<file path="src/rtl/wvsd_pkg.sv">
// Shared types and constants for the windowed variance stability detector.
// No dependencies; every other file in rtl/ except wvsd_ram refers to this package.
package wvsd_pkg;

  localparam int SAMPLE_W    = 10;
  localparam int THR_W       = 26;
  localparam int SCORE_OUT_W = 29;
  localparam int NUM_AXES    = 3;
  localparam int RAM_W       = NUM_AXES * SAMPLE_W;

  localparam logic [THR_W-1:0]       THR_RESET     = 26'd2560;
  localparam logic [SCORE_OUT_W-1:0] SCORE_OUT_MAX = 29'h1FFF_FFFF;

  // Multiplier operations of the datapath.
  typedef enum logic [1:0] {
    OP_DELTA = 2'd0,  // (new - old) * (new + old) into the square sum
    OP_SSQ   = 2'd1,  // sum * sum
    OP_WSQ   = 2'd2   // WINDOW * square sum, then accumulate the axis spread
  } op_t;

  typedef enum logic [1:0] {
    AXIS_X = 2'd0,
    AXIS_Y = 2'd1,
    AXIS_Z = 2'd2
  } axis_t;

  // Commands from the controller to the datapath.
  typedef struct packed {
    logic  capture;      // request accepted: latch samples, read old entry
    logic  load;         // latch old entry, write new one, advance slot
    logic  mul_en;       // run one multiplier step
    op_t   op;
    axis_t axis;
    logic  clear_score;
    logic  finish;       // register the result into the output stage
  } cmd_t;

  // Status from the datapath to the controller.
  typedef struct packed {
    logic out_free;
  } status_t;

endpackage

</file>
<file path="src/rtl/wvsd_if.sv">
// Request channel interfaces: sample requests in, result requests out.
// Depends on wvsd_pkg for field widths.
interface wvsd_in_if;
  logic                          valid;
  logic                          ready;
  logic [wvsd_pkg::SAMPLE_W-1:0] sample_x;
  logic [wvsd_pkg::SAMPLE_W-1:0] sample_y;
  logic [wvsd_pkg::SAMPLE_W-1:0] sample_z;

  modport source (output valid, output sample_x, output sample_y, output sample_z,
                  input ready);
  modport sink   (input valid, input sample_x, input sample_y, input sample_z,
                  output ready);
endinterface

interface wvsd_out_if;
  logic                             valid;
  logic                             ready;
  logic                             is_stable;
  logic [wvsd_pkg::SCORE_OUT_W-1:0] variance_score;

  modport source (output valid, output is_stable, output variance_score, input ready);
  modport sink   (input valid, input is_stable, input variance_score, output ready);
endinterface

</file>
<file path="src/rtl/windowed_variance_stability_detector.sv">
// Windowed variance stability detector, top level. Depends on wvsd_pkg, the channel
// interfaces, wvsd_ctrl and wvsd_dp.
//
// Each accepted request carries one three-axis 10-bit sample, which replaces the oldest
// entry of a WINDOW-deep ring window that starts out all zero and is always averaged
// as full. The result reports variance_score = sum over axes of N*sum(x^2) - (sum x)^2
// (N = WINDOW), saturated at 2^29-1, and is_stable when 256*score < 3*N*N*threshold,
// the threshold being the last value written on cfg_max_variance_q8 (reset 2560, i.e.
// 10.0 in Q8). A new request is taken only when the previous item is finished: the
// outgoing window entry is read from RAM on acceptance, then loaded while the new
// sample is written, then nine steps of the single shared multiplier run (three per
// axis), and the result is registered once the output register is free. A finished
// result waits in the output register while the next request is already processed.
// A threshold write reaches thr_r, then the registered rhs_r used at the compare.
module windowed_variance_stability_detector #(
  parameter int WINDOW = 20
) (
  input  logic                       clk,
  input  logic                       rst_n,
  wvsd_in_if.sink                    in_chan,
  wvsd_out_if.source                 out_chan,
  input  logic                       cfg_we,
  input  logic [wvsd_pkg::THR_W-1:0] cfg_max_variance_q8
);

  wvsd_pkg::cmd_t    cmd;
  wvsd_pkg::status_t status;
  logic              in_ready;

  wvsd_ctrl u_ctrl (
    .clk      (clk),
    .rst_n    (rst_n),
    .in_valid (in_chan.valid),
    .in_ready (in_ready),
    .status   (status),
    .cmd      (cmd)
  );

  wvsd_dp #(
    .WINDOW (WINDOW)
  ) u_dp (
    .clk           (clk),
    .rst_n         (rst_n),
    .cmd           (cmd),
    .status        (status),
    .sample_x      (in_chan.sample_x),
    .sample_y      (in_chan.sample_y),
    .sample_z      (in_chan.sample_z),
    .cfg_we        (cfg_we),
    .cfg_data      (cfg_max_variance_q8),
    .out_ready     (out_chan.ready),
    .out_valid     (out_chan.valid),
    .out_is_stable (out_chan.is_stable),
    .out_score     (out_chan.variance_score)
  );

  assign in_chan.ready = in_ready;

  // A request is never followed by another in the next cycle.
  a_no_back_to_back: assert property (@(posedge clk) disable iff (!rst_n)
    in_chan.valid && in_chan.ready |=> !in_chan.ready)
    else $error("request accepted while the previous one is still in work");

  // The output register is only loaded when it is empty or being drained.
  a_no_overwrite: assert property (@(posedge clk) disable iff (!rst_n)
    cmd.finish |-> (!out_chan.valid || out_chan.ready))
    else $error("result register overwritten before it was taken");

  // A result appears only after the controller finished an item.
  a_result_source: assert property (@(posedge clk) disable iff (!rst_n)
    $rose(out_chan.valid) |-> $past(cmd.finish))
    else $error("result valid without a finished item");

  // The multiplier never runs in the cycle a request is captured.
  a_capture_idle: assert property (@(posedge clk) disable iff (!rst_n)
    cmd.capture |-> !cmd.mul_en && !cmd.load)
    else $error("capture overlaps datapath work");

endmodule

</file>
<file path="src/rtl/wvsd_ram.sv">
// Generic single-write, single-read RAM with registered read data.
// No dependencies.
module wvsd_ram #(
  parameter int WIDTH = 30,
  parameter int DEPTH = 20
) (
  input  logic                     clk,
  input  logic                     we,
  input  logic [$clog2(DEPTH)-1:0] waddr,
  input  logic [WIDTH-1:0]         wdata,
  input  logic                     re,
  input  logic [$clog2(DEPTH)-1:0] raddr,
  output logic [WIDTH-1:0]         rdata
);

  logic [WIDTH-1:0] mem [DEPTH];
  logic [WIDTH-1:0] rdata_r;

  // Write port.
  always_ff @(posedge clk) begin
    if (we) begin
      mem[waddr] <= wdata;
    end
  end

  // Registered read port.
  always_ff @(posedge clk) begin
    if (re) begin
      rdata_r <= mem[raddr];
    end
  end

  assign rdata = rdata_r;

endmodule

</file>
<file path="src/rtl/wvsd_ctrl.sv">
// Controller state machine: sequences capture, load, the nine multiplier steps and finish.
// Depends on wvsd_pkg for the command and status types.
module wvsd_ctrl (
  input  logic              clk,
  input  logic              rst_n,
  input  logic              in_valid,
  output logic              in_ready,
  input  wvsd_pkg::status_t status,
  output wvsd_pkg::cmd_t    cmd
);

  typedef enum logic [3:0] {
    ST_IDLE = 4'b0001,
    ST_LOAD = 4'b0010,
    ST_CALC = 4'b0100,
    ST_DONE = 4'b1000
  } state_t;

  state_t          state_r, state_nxt;
  wvsd_pkg::op_t   op_r, op_nxt;
  wvsd_pkg::axis_t axis_r, axis_nxt;

  assign in_ready = (state_r == ST_IDLE);

  // Next state and step counters.
  always_comb begin
    state_nxt = state_r;
    op_nxt    = op_r;
    axis_nxt  = axis_r;
    case (state_r)
      ST_IDLE: begin
        if (in_valid) begin
          state_nxt = ST_LOAD;
        end
      end
      ST_LOAD: begin
        state_nxt = ST_CALC;
        op_nxt    = wvsd_pkg::OP_DELTA;
        axis_nxt  = wvsd_pkg::AXIS_X;
      end
      ST_CALC: begin
        case (op_r)
          wvsd_pkg::OP_DELTA: op_nxt = wvsd_pkg::OP_SSQ;
          wvsd_pkg::OP_SSQ:   op_nxt = wvsd_pkg::OP_WSQ;
          default: begin
            op_nxt = wvsd_pkg::OP_DELTA;
            case (axis_r)
              wvsd_pkg::AXIS_X: axis_nxt = wvsd_pkg::AXIS_Y;
              wvsd_pkg::AXIS_Y: axis_nxt = wvsd_pkg::AXIS_Z;
              default:          state_nxt = ST_DONE;
            endcase
          end
        endcase
      end
      ST_DONE: begin
        if (status.out_free) begin
          state_nxt = ST_IDLE;
        end
      end
      default: state_nxt = ST_IDLE;
    endcase
  end

  // Commands to the datapath.
  always_comb begin
    cmd             = '0;
    cmd.capture     = (state_r == ST_IDLE) && in_valid;
    cmd.load        = (state_r == ST_LOAD);
    cmd.clear_score = (state_r == ST_LOAD);
    cmd.mul_en      = (state_r == ST_CALC);
    cmd.op          = op_r;
    cmd.axis        = axis_r;
    cmd.finish      = (state_r == ST_DONE) && status.out_free;
  end

  always_ff @(posedge clk) begin
    if (!rst_n) begin
      state_r <= ST_IDLE;
      op_r    <= wvsd_pkg::OP_DELTA;
      axis_r  <= wvsd_pkg::AXIS_X;
    end else begin
      state_r <= state_nxt;
      op_r    <= op_nxt;
      axis_r  <= axis_nxt;
    end
  end

endmodule

</file>
<file path="src/rtl/wvsd_dp.sv">
// Datapath: sample window RAM, running sums, shared multiplier, score and output stage.
// Depends on wvsd_pkg and wvsd_ram.
module wvsd_dp #(
  parameter int WINDOW = 20
) (
  input  logic                             clk,
  input  logic                             rst_n,
  input  wvsd_pkg::cmd_t                   cmd,
  output wvsd_pkg::status_t                status,
  input  logic [wvsd_pkg::SAMPLE_W-1:0]    sample_x,
  input  logic [wvsd_pkg::SAMPLE_W-1:0]    sample_y,
  input  logic [wvsd_pkg::SAMPLE_W-1:0]    sample_z,
  input  logic                             cfg_we,
  input  logic [wvsd_pkg::THR_W-1:0]       cfg_data,
  input  logic                             out_ready,
  output logic                             out_valid,
  output logic                             out_is_stable,
  output logic [wvsd_pkg::SCORE_OUT_W-1:0] out_score
);

  localparam int SW      = wvsd_pkg::SAMPLE_W;
  localparam int NA      = wvsd_pkg::NUM_AXES;
  localparam int LOG_W   = $clog2(WINDOW);
  localparam int SUM_W   = LOG_W + SW;
  localparam int SQ_W    = LOG_W + 2 * SW;
  localparam int SCORE_W = 2 * LOG_W + 2 * SW;
  localparam int CMP_W   = SCORE_W + 8;
  localparam int K_W     = $clog2(3 * WINDOW * WINDOW + 1);
  localparam int RP_W    = wvsd_pkg::THR_W + K_W;
  localparam int OPA_W   = SQ_W + 1;
  localparam int OPB_W   = SUM_W + 1;
  localparam int PROD_W  = OPA_W + OPB_W;
  localparam int SAT_W   = (SCORE_W > wvsd_pkg::SCORE_OUT_W) ? SCORE_W : wvsd_pkg::SCORE_OUT_W;

  localparam logic [LOG_W-1:0] SLOT_LAST = LOG_W'(WINDOW - 1);
  localparam logic [K_W-1:0]   THR_SCALE = K_W'(3 * WINDOW * WINDOW);

  // Window slot and per-entry valid bits; an entry never written reads as zero.
  logic [LOG_W-1:0]  slot_r, slot_nxt;
  logic [WINDOW-1:0] valid_r, valid_nxt;

  logic [SW-1:0]      new_r [NA];
  logic [SW-1:0]      old_r [NA];
  logic [SUM_W-1:0]   sum_r [NA];
  logic [SUM_W-1:0]   sum_nxt [NA];
  logic [SQ_W-1:0]    sq_r [NA];
  logic [SQ_W-1:0]    sq_nxt [NA];
  logic [SCORE_W-1:0] tmp_r, tmp_nxt;
  logic [SCORE_W-1:0] score_r, score_nxt;

  logic [wvsd_pkg::THR_W-1:0] thr_r;
  logic [CMP_W-1:0]           rhs_r;
  logic [RP_W-1:0]            rhs_prod;

  logic                             out_valid_r, out_valid_nxt;
  logic                             out_stable_r;
  logic [wvsd_pkg::SCORE_OUT_W-1:0] out_score_r;

  logic [wvsd_pkg::RAM_W-1:0] ram_rdata;
  logic [SW-1:0]              rd_old [NA];

  logic [SW-1:0]            sel_new, sel_old;
  logic [SUM_W-1:0]         sel_sum;
  logic [SQ_W-1:0]          sel_sq;
  logic signed [OPA_W-1:0]  op_a;
  logic signed [OPB_W-1:0]  op_b;
  logic signed [PROD_W-1:0] prod;
  logic signed [SW:0]       diff;
  logic [SW:0]              pair_sum;

  logic [CMP_W-1:0]                 lhs;
  logic [SAT_W-1:0]                 score_ext;
  logic [wvsd_pkg::SCORE_OUT_W-1:0] score_sat;

  wvsd_ram #(
    .WIDTH (wvsd_pkg::RAM_W),
    .DEPTH (WINDOW)
  ) u_window (
    .clk   (clk),
    .we    (cmd.load),
    .waddr (slot_r),
    .wdata ({new_r[2], new_r[1], new_r[0]}),
    .re    (cmd.capture),
    .raddr (slot_r),
    .rdata (ram_rdata)
  );

  // Old entries leaving the window, zero where the slot was never written.
  always_comb begin
    for (int i = 0; i < NA; i++) begin
      rd_old[i] = valid_r[slot_r] ? ram_rdata[i*SW +: SW] : '0;
    end
  end

  // Slot advance and valid bits.
  always_comb begin
    slot_nxt  = slot_r;
    valid_nxt = valid_r;
    if (cmd.load) begin
      valid_nxt[slot_r] = 1'b1;
      slot_nxt          = (slot_r == SLOT_LAST) ? '0 : slot_r + LOG_W'(1);
    end
  end

  // Per-axis operand selection.
  always_comb begin
    sel_new = '0;
    sel_old = '0;
    sel_sum = '0;
    sel_sq  = '0;
    for (int i = 0; i < NA; i++) begin
      if (cmd.axis == wvsd_pkg::axis_t'(i)) begin
        sel_new = new_r[i];
        sel_old = old_r[i];
        sel_sum = sum_r[i];
        sel_sq  = sq_r[i];
      end
    end
  end

  // Shared multiplier.
  always_comb begin
    diff     = $signed({1'b0, sel_new}) - $signed({1'b0, sel_old});
    pair_sum = {1'b0, sel_new} + {1'b0, sel_old};
    case (cmd.op)
      wvsd_pkg::OP_DELTA: begin
        op_a = OPA_W'(diff);
        op_b = $signed(OPB_W'(pair_sum));
      end
      wvsd_pkg::OP_SSQ: begin
        op_a = $signed(OPA_W'(sel_sum));
        op_b = $signed(OPB_W'(sel_sum));
      end
      wvsd_pkg::OP_WSQ: begin
        op_a = $signed(OPA_W'(sel_sq));
        op_b = $signed(OPB_W'(WINDOW));
      end
      default: begin
        op_a = '0;
        op_b = '0;
      end
    endcase
    prod = PROD_W'(op_a) * PROD_W'(op_b);
  end

  // Running sums, square sums and score accumulation.
  always_comb begin
    sum_nxt   = sum_r;
    sq_nxt    = sq_r;
    tmp_nxt   = tmp_r;
    score_nxt = score_r;
    if (cmd.clear_score) begin
      score_nxt = '0;
    end
    if (cmd.mul_en) begin
      case (cmd.op)
        wvsd_pkg::OP_DELTA: begin
          for (int i = 0; i < NA; i++) begin
            if (cmd.axis == wvsd_pkg::axis_t'(i)) begin
              sum_nxt[i] = sum_r[i] + SUM_W'(sel_new) - SUM_W'(sel_old);
              sq_nxt[i]  = sq_r[i] + SQ_W'(prod);
            end
          end
        end
        wvsd_pkg::OP_SSQ: tmp_nxt   = SCORE_W'(prod);
        wvsd_pkg::OP_WSQ: score_nxt = score_r + SCORE_W'(prod) - tmp_r;
        default: ;
      endcase
    end
  end

  // Threshold compare and output saturation.
  always_comb begin
    rhs_prod  = RP_W'(thr_r) * RP_W'(THR_SCALE);
    lhs       = {score_r, 8'b0};
    score_ext = SAT_W'(score_r);
    score_sat = (score_ext > SAT_W'(wvsd_pkg::SCORE_OUT_MAX)) ?
                wvsd_pkg::SCORE_OUT_MAX : score_ext[wvsd_pkg::SCORE_OUT_W-1:0];
  end

  // Output stage valid.
  always_comb begin
    out_valid_nxt = out_valid_r;
    if (cmd.finish) begin
      out_valid_nxt = 1'b1;
    end else if (out_ready) begin
      out_valid_nxt = 1'b0;
    end
  end

  assign status.out_free = !out_valid_r || out_ready;

  // Control state and architectural state.
  always_ff @(posedge clk) begin
    if (!rst_n) begin
      slot_r      <= '0;
      valid_r     <= '0;
      thr_r       <= wvsd_pkg::THR_RESET;
      out_valid_r <= 1'b0;
      for (int i = 0; i < NA; i++) begin
        sum_r[i] <= '0;
        sq_r[i]  <= '0;
      end
    end else begin
      slot_r      <= slot_nxt;
      valid_r     <= valid_nxt;
      out_valid_r <= out_valid_nxt;
      sum_r       <= sum_nxt;
      sq_r        <= sq_nxt;
      if (cfg_we) begin
        thr_r <= cfg_data;
      end
    end
  end

  // Payload registers.
  always_ff @(posedge clk) begin
    tmp_r   <= tmp_nxt;
    score_r <= score_nxt;
    rhs_r   <= CMP_W'(rhs_prod);
    if (cmd.capture) begin
      new_r[0] <= sample_x;
      new_r[1] <= sample_y;
      new_r[2] <= sample_z;
    end
    if (cmd.load) begin
      old_r <= rd_old;
    end
    if (cmd.finish) begin
      out_stable_r <= (lhs < rhs_r);
      out_score_r  <= score_sat;
    end
  end

  assign out_valid     = out_valid_r;
  assign out_is_stable = out_stable_r;
  assign out_score     = out_score_r;

endmodule
</file>
<file path="src/flat_wrapper.sv">
// flat-port wrapper written by rule: the top's interface ports become plain ports
module windowed_variance_stability_detector_flat 
#(
  parameter int WINDOW = 20
)
  (clk, rst_n, cfg_we, cfg_max_variance_q8, in_chan_valid, in_chan_sample_x, in_chan_sample_y, in_chan_sample_z, in_chan_ready, out_chan_valid, out_chan_is_stable, out_chan_variance_score, out_chan_ready);
  wvsd_in_if in_chan_i ();
  wvsd_out_if out_chan_i ();
  input  logic clk;
  input  logic rst_n;
  input  logic cfg_we;
  input  logic [wvsd_pkg::THR_W-1:0] cfg_max_variance_q8;
  input wire logic [$bits(in_chan_i.valid)-1:0] in_chan_valid;
  input wire logic [$bits(in_chan_i.sample_x)-1:0] in_chan_sample_x;
  input wire logic [$bits(in_chan_i.sample_y)-1:0] in_chan_sample_y;
  input wire logic [$bits(in_chan_i.sample_z)-1:0] in_chan_sample_z;
  output wire logic [$bits(in_chan_i.ready)-1:0] in_chan_ready;
  output wire logic [$bits(out_chan_i.valid)-1:0] out_chan_valid;
  output wire logic [$bits(out_chan_i.is_stable)-1:0] out_chan_is_stable;
  output wire logic [$bits(out_chan_i.variance_score)-1:0] out_chan_variance_score;
  input wire logic [$bits(out_chan_i.ready)-1:0] out_chan_ready;
  assign in_chan_i.valid = in_chan_valid;
  assign in_chan_i.sample_x = in_chan_sample_x;
  assign in_chan_i.sample_y = in_chan_sample_y;
  assign in_chan_i.sample_z = in_chan_sample_z;
  assign in_chan_ready = in_chan_i.ready;
  assign out_chan_valid = out_chan_i.valid;
  assign out_chan_is_stable = out_chan_i.is_stable;
  assign out_chan_variance_score = out_chan_i.variance_score;
  assign out_chan_i.ready = out_chan_ready;
  windowed_variance_stability_detector #(.WINDOW(WINDOW)) u_core (.clk(clk), .rst_n(rst_n), .in_chan(in_chan_i), .out_chan(out_chan_i), .cfg_we(cfg_we), .cfg_max_variance_q8(cfg_max_variance_q8));
endmodule
</file>
<file path="config.mk">
export PLATFORM = sky130hd
export DESIGN_NAME = windowed_variance_stability_detector_flat
export DESIGN_NICKNAME = d
export VERILOG_FILES = /design/src/rtl/wvsd_pkg.sv /design/src/rtl/wvsd_if.sv /design/src/rtl/windowed_variance_stability_detector.sv /design/src/rtl/wvsd_ram.sv /design/src/rtl/wvsd_ctrl.sv /design/src/rtl/wvsd_dp.sv /design/src/flat_wrapper.sv
export SDC_FILE = /design/constraint.sdc
export NUM_CORES = 2
export LEC_CHECK = 0
export ABC_AREA = 1
export BUFFER_PORTS_ARGS = -buffer_cell sky130_fd_sc_hd__buf_2
export CORE_MARGIN = 3
export CORE_UTILIZATION = 35
export DETAILED_ROUTE_END_ITERATION = 10
export PLACE_DENSITY_LB_ADDON = 0.12
export SYNTH_ARGS = -nofsm -noshare
export SYNTH_HDL_FRONTEND = slang
export SYNTH_SLANG_ARGS = --single-unit
</file>
<file path="constraint.sdc">
create_clock -name clk -period 12.2 [get_ports clk]
set_input_delay 2.44 -clock clk [delete_from_list [all_inputs] [get_ports clk]]
set_output_delay 2.44 -clock clk [all_outputs]
set_load 0.02 [all_outputs]
</file>
==> run metrics <==
outcome complete, no violations; synthesized area per cell 9.60 sq um; Nets 7215; wire per inst 21.2 um; Die Ht 422 um; Final Setup Violations 0; Worst EP arrival 11.82 ns; Longest Clk Path Bufs 3; FF+latch count, synth 993; r2r worst-path depth 59; fmax 0.0892 GHz; cell row count 151; post-route ant nets 0; Initial Util 35.5%; Fillers 17100; first-pass GRT wire length 285000 um; port bufs 92; hold path cells 0; Worst path depth 59; Tcrit/Tclk final 91.9%; Overflow after GRT 0; Synth async-reset ratio 0%; CTS Root Cell clkbuf_16; pin count of the biggest net entering global routing 142; Fin. Hold Viols 0; critical path's largest stage delay 0.59 ns; detailed-placement wirelength estimate 130000 um; number of max-cap violations 0; Num CTS Buffers 111; Post-synth top flop edfxtp_1; vias after detailed routing 44400; endpoint type of the worst setup path flop; Hold Crit Class flop to flop; H-tree levels 3; skew final 0.0688 ns; min Tclk post-route 11.21 ns; Final GP Congestion 0.910; critical path peak fanout 13; full die area 178000 sq um; CP delay by family, top adder cells; Chip Width 422 um; Residual DRC 0; Pre-Repair DR Iteration Count 6; Synth cell types 58; synth warn 0; setup TNS 0 ns; Req. time, crit path 12.81 ns; Startpoint Class flop; share of layout cells above drive strength 1 7.80%; crit-path most repeated cell nor2_1; Bufs and invs on worst path 8; number of antenna violations at the first check in global routing 0; Worst-path clk slew 0.06 ns; max-slew violation count 0; CP Class flop to flop; critical path's slowest cell fa_1; max_slew headroom 17.3%; synthesized instance count 6292; I/O pin cnt 93; CTS Sinks 993; Post-synth EDFFs 750; average vias per placed instance 5.04; vias in the first global route 44200; drt initial violations 3263; sequential-to-total area share from yosys stat 45.3%; TritonCTS clock tree built; RSZ-0062 raised after global routing false; antenna diode count 0; Tightest Pin Transition 1.24 ns; Synth-to-Final Area Change 12.5%; Placeable Area 170000 sq um; GRT Util Overall 20.8%; clock latency on the worst-skew pair 0.77 ns; final WL 187000 um; Cell Area, Synth 60400 sq um
## metal layers
metal / up-vias / wire, um / GRT usage (%)
met5: - / 0 / 0
met4: 0 / 3740 / 4.55
met3: 204 / 7760 / 2.45
met2: 889 / 90600 / 35.6
met1: 22100 / 85000 / 28.4
li1: 21200 / - / -
## logic make-up (layout without fill, tap and decap cells)
logic type / count (synthesis) / after routing / share of synthesized area, %
and+or+nand+nor: 1798 / 1798 / 12.1
other: 2 / 6 / 0.0124
DFF: 993 / 993 / 45.3
xor gates and xnor gates: 175 / 175 / 2.54
AOI/OAI and AO/OA: 1330 / 1330 / 12.5
adders and majority gates: 733 / 733 / 19.7
buffers and inverters: 1261 / 1480 / 7.88
## layout by cell type (no fill, tap or decap), drive strengths merged, types with 242 or more instances in the layout
cell and count:
a21oi 346, buf 242, dfxtp 243, edfxtp 750, fa 363, ha 370, inv 1023, nand2 744
nor2 790, o21ai 610
## final cells by class
class	count	area, sq um	share of cell area [%]
tap	2295	2870	4.22
timing repair buffer	243	1620	2.38
clock inverter	59	682	1.00
sequential	993	27400	40.3
clock buffer	148	3020	4.44
multi-input combinational	4042	28500	42.0
inverter	1030	3880	5.71
## through the flow
step                instances  setup WS (ns)  util (%)  hold WS (ns)  area, sq um
detailed placement       8595          0.640      37.7         0.435        64200
global route             8810         0.0799      39.9         0.435        68000
global placement         8595          0.702      37.7         0.428        64200
CTS                      8802          0.551      39.9         0.417        67900
finish                   8810          0.992      39.9         0.406        68000
floorplan                6296           1.60         -         0.383        60400
## registers in the layout (all words and copies together) (netlist names), 20 cells and up
name                        cells
u_core.u_dp.valid_r            20
u_core.u_dp.sum_r              45
u_core.u_dp.tmp_r              30
u_core.u_dp.rhs_r              33
u_core.u_dp.sq_r               75
u_core.u_dp.out_score          29
u_core.u_dp.u_window.mem      600
u_core.u_dp.thr_r              26
u_core.u_dp.score_ext          30
u_core.u_dp.old_r              30
u_core.u_dp.u_window.rdata     30
u_core.u_dp.new_r              30
## Yosys cell counts, drive strengths merged (9+ instances only)
cell	n	area (sq um)
a221o	30	300
a211oi	16	130
dfxtp	243	4860
o21a	18	135
o221ai	20	175
fa	363	7270
a21o	17	128
edfxtp	750	22500
o21bai	23	176
nand3b	9	67.6
ha	370	4630
nor4	9	56.3
nand3	172	913
clkbuf	203	762
xnor2	56	490
nor3	35	175
o211ai	26	195
o21ai	610	3060
buf	28	133
or2	14	87.6
xor2	119	1040
nand2	744	2840
a21boi	12	90.1
o31ai	24	194
o22ai	160	1000
nor2	790	3000
inv	1023	3840
nand4	22	138
a21oi	346	1730
## path summary, 6_finish.rpt
| check | startpoint | to | slack (ns) |
|---|---|---|---|
| setup / recovery | u_core.u_ctrl.axis_r[1] | u_core.u_dp.score_ext[29] | 0.99 |
| hold / removal | u_core.u_dp.thr_r[0] | u_core.u_dp.rhs_r[4] | 0.41 |
| setup reg to reg | u_core.u_ctrl.axis_r[1] | u_core.u_dp.score_ext[29] | 0.99 |
| hold reg to reg | u_core.u_dp.thr_r[0] | u_core.u_dp.rhs_r[4] | 0.41 |
## repair_timing
| action | 4_1_cts | 5_1_grt |
|---|---|---|
| setup endpoints to repair | 0 | 4 |
| hold buffers | 0 | 0 |
| setup buffers | 0 | 8 |
| resized for setup | 0 | 8 |
Power is left out: the tool's default activity adds up to more than one toggle a clock period on the data nets, which glitch-free logic cannot reach.
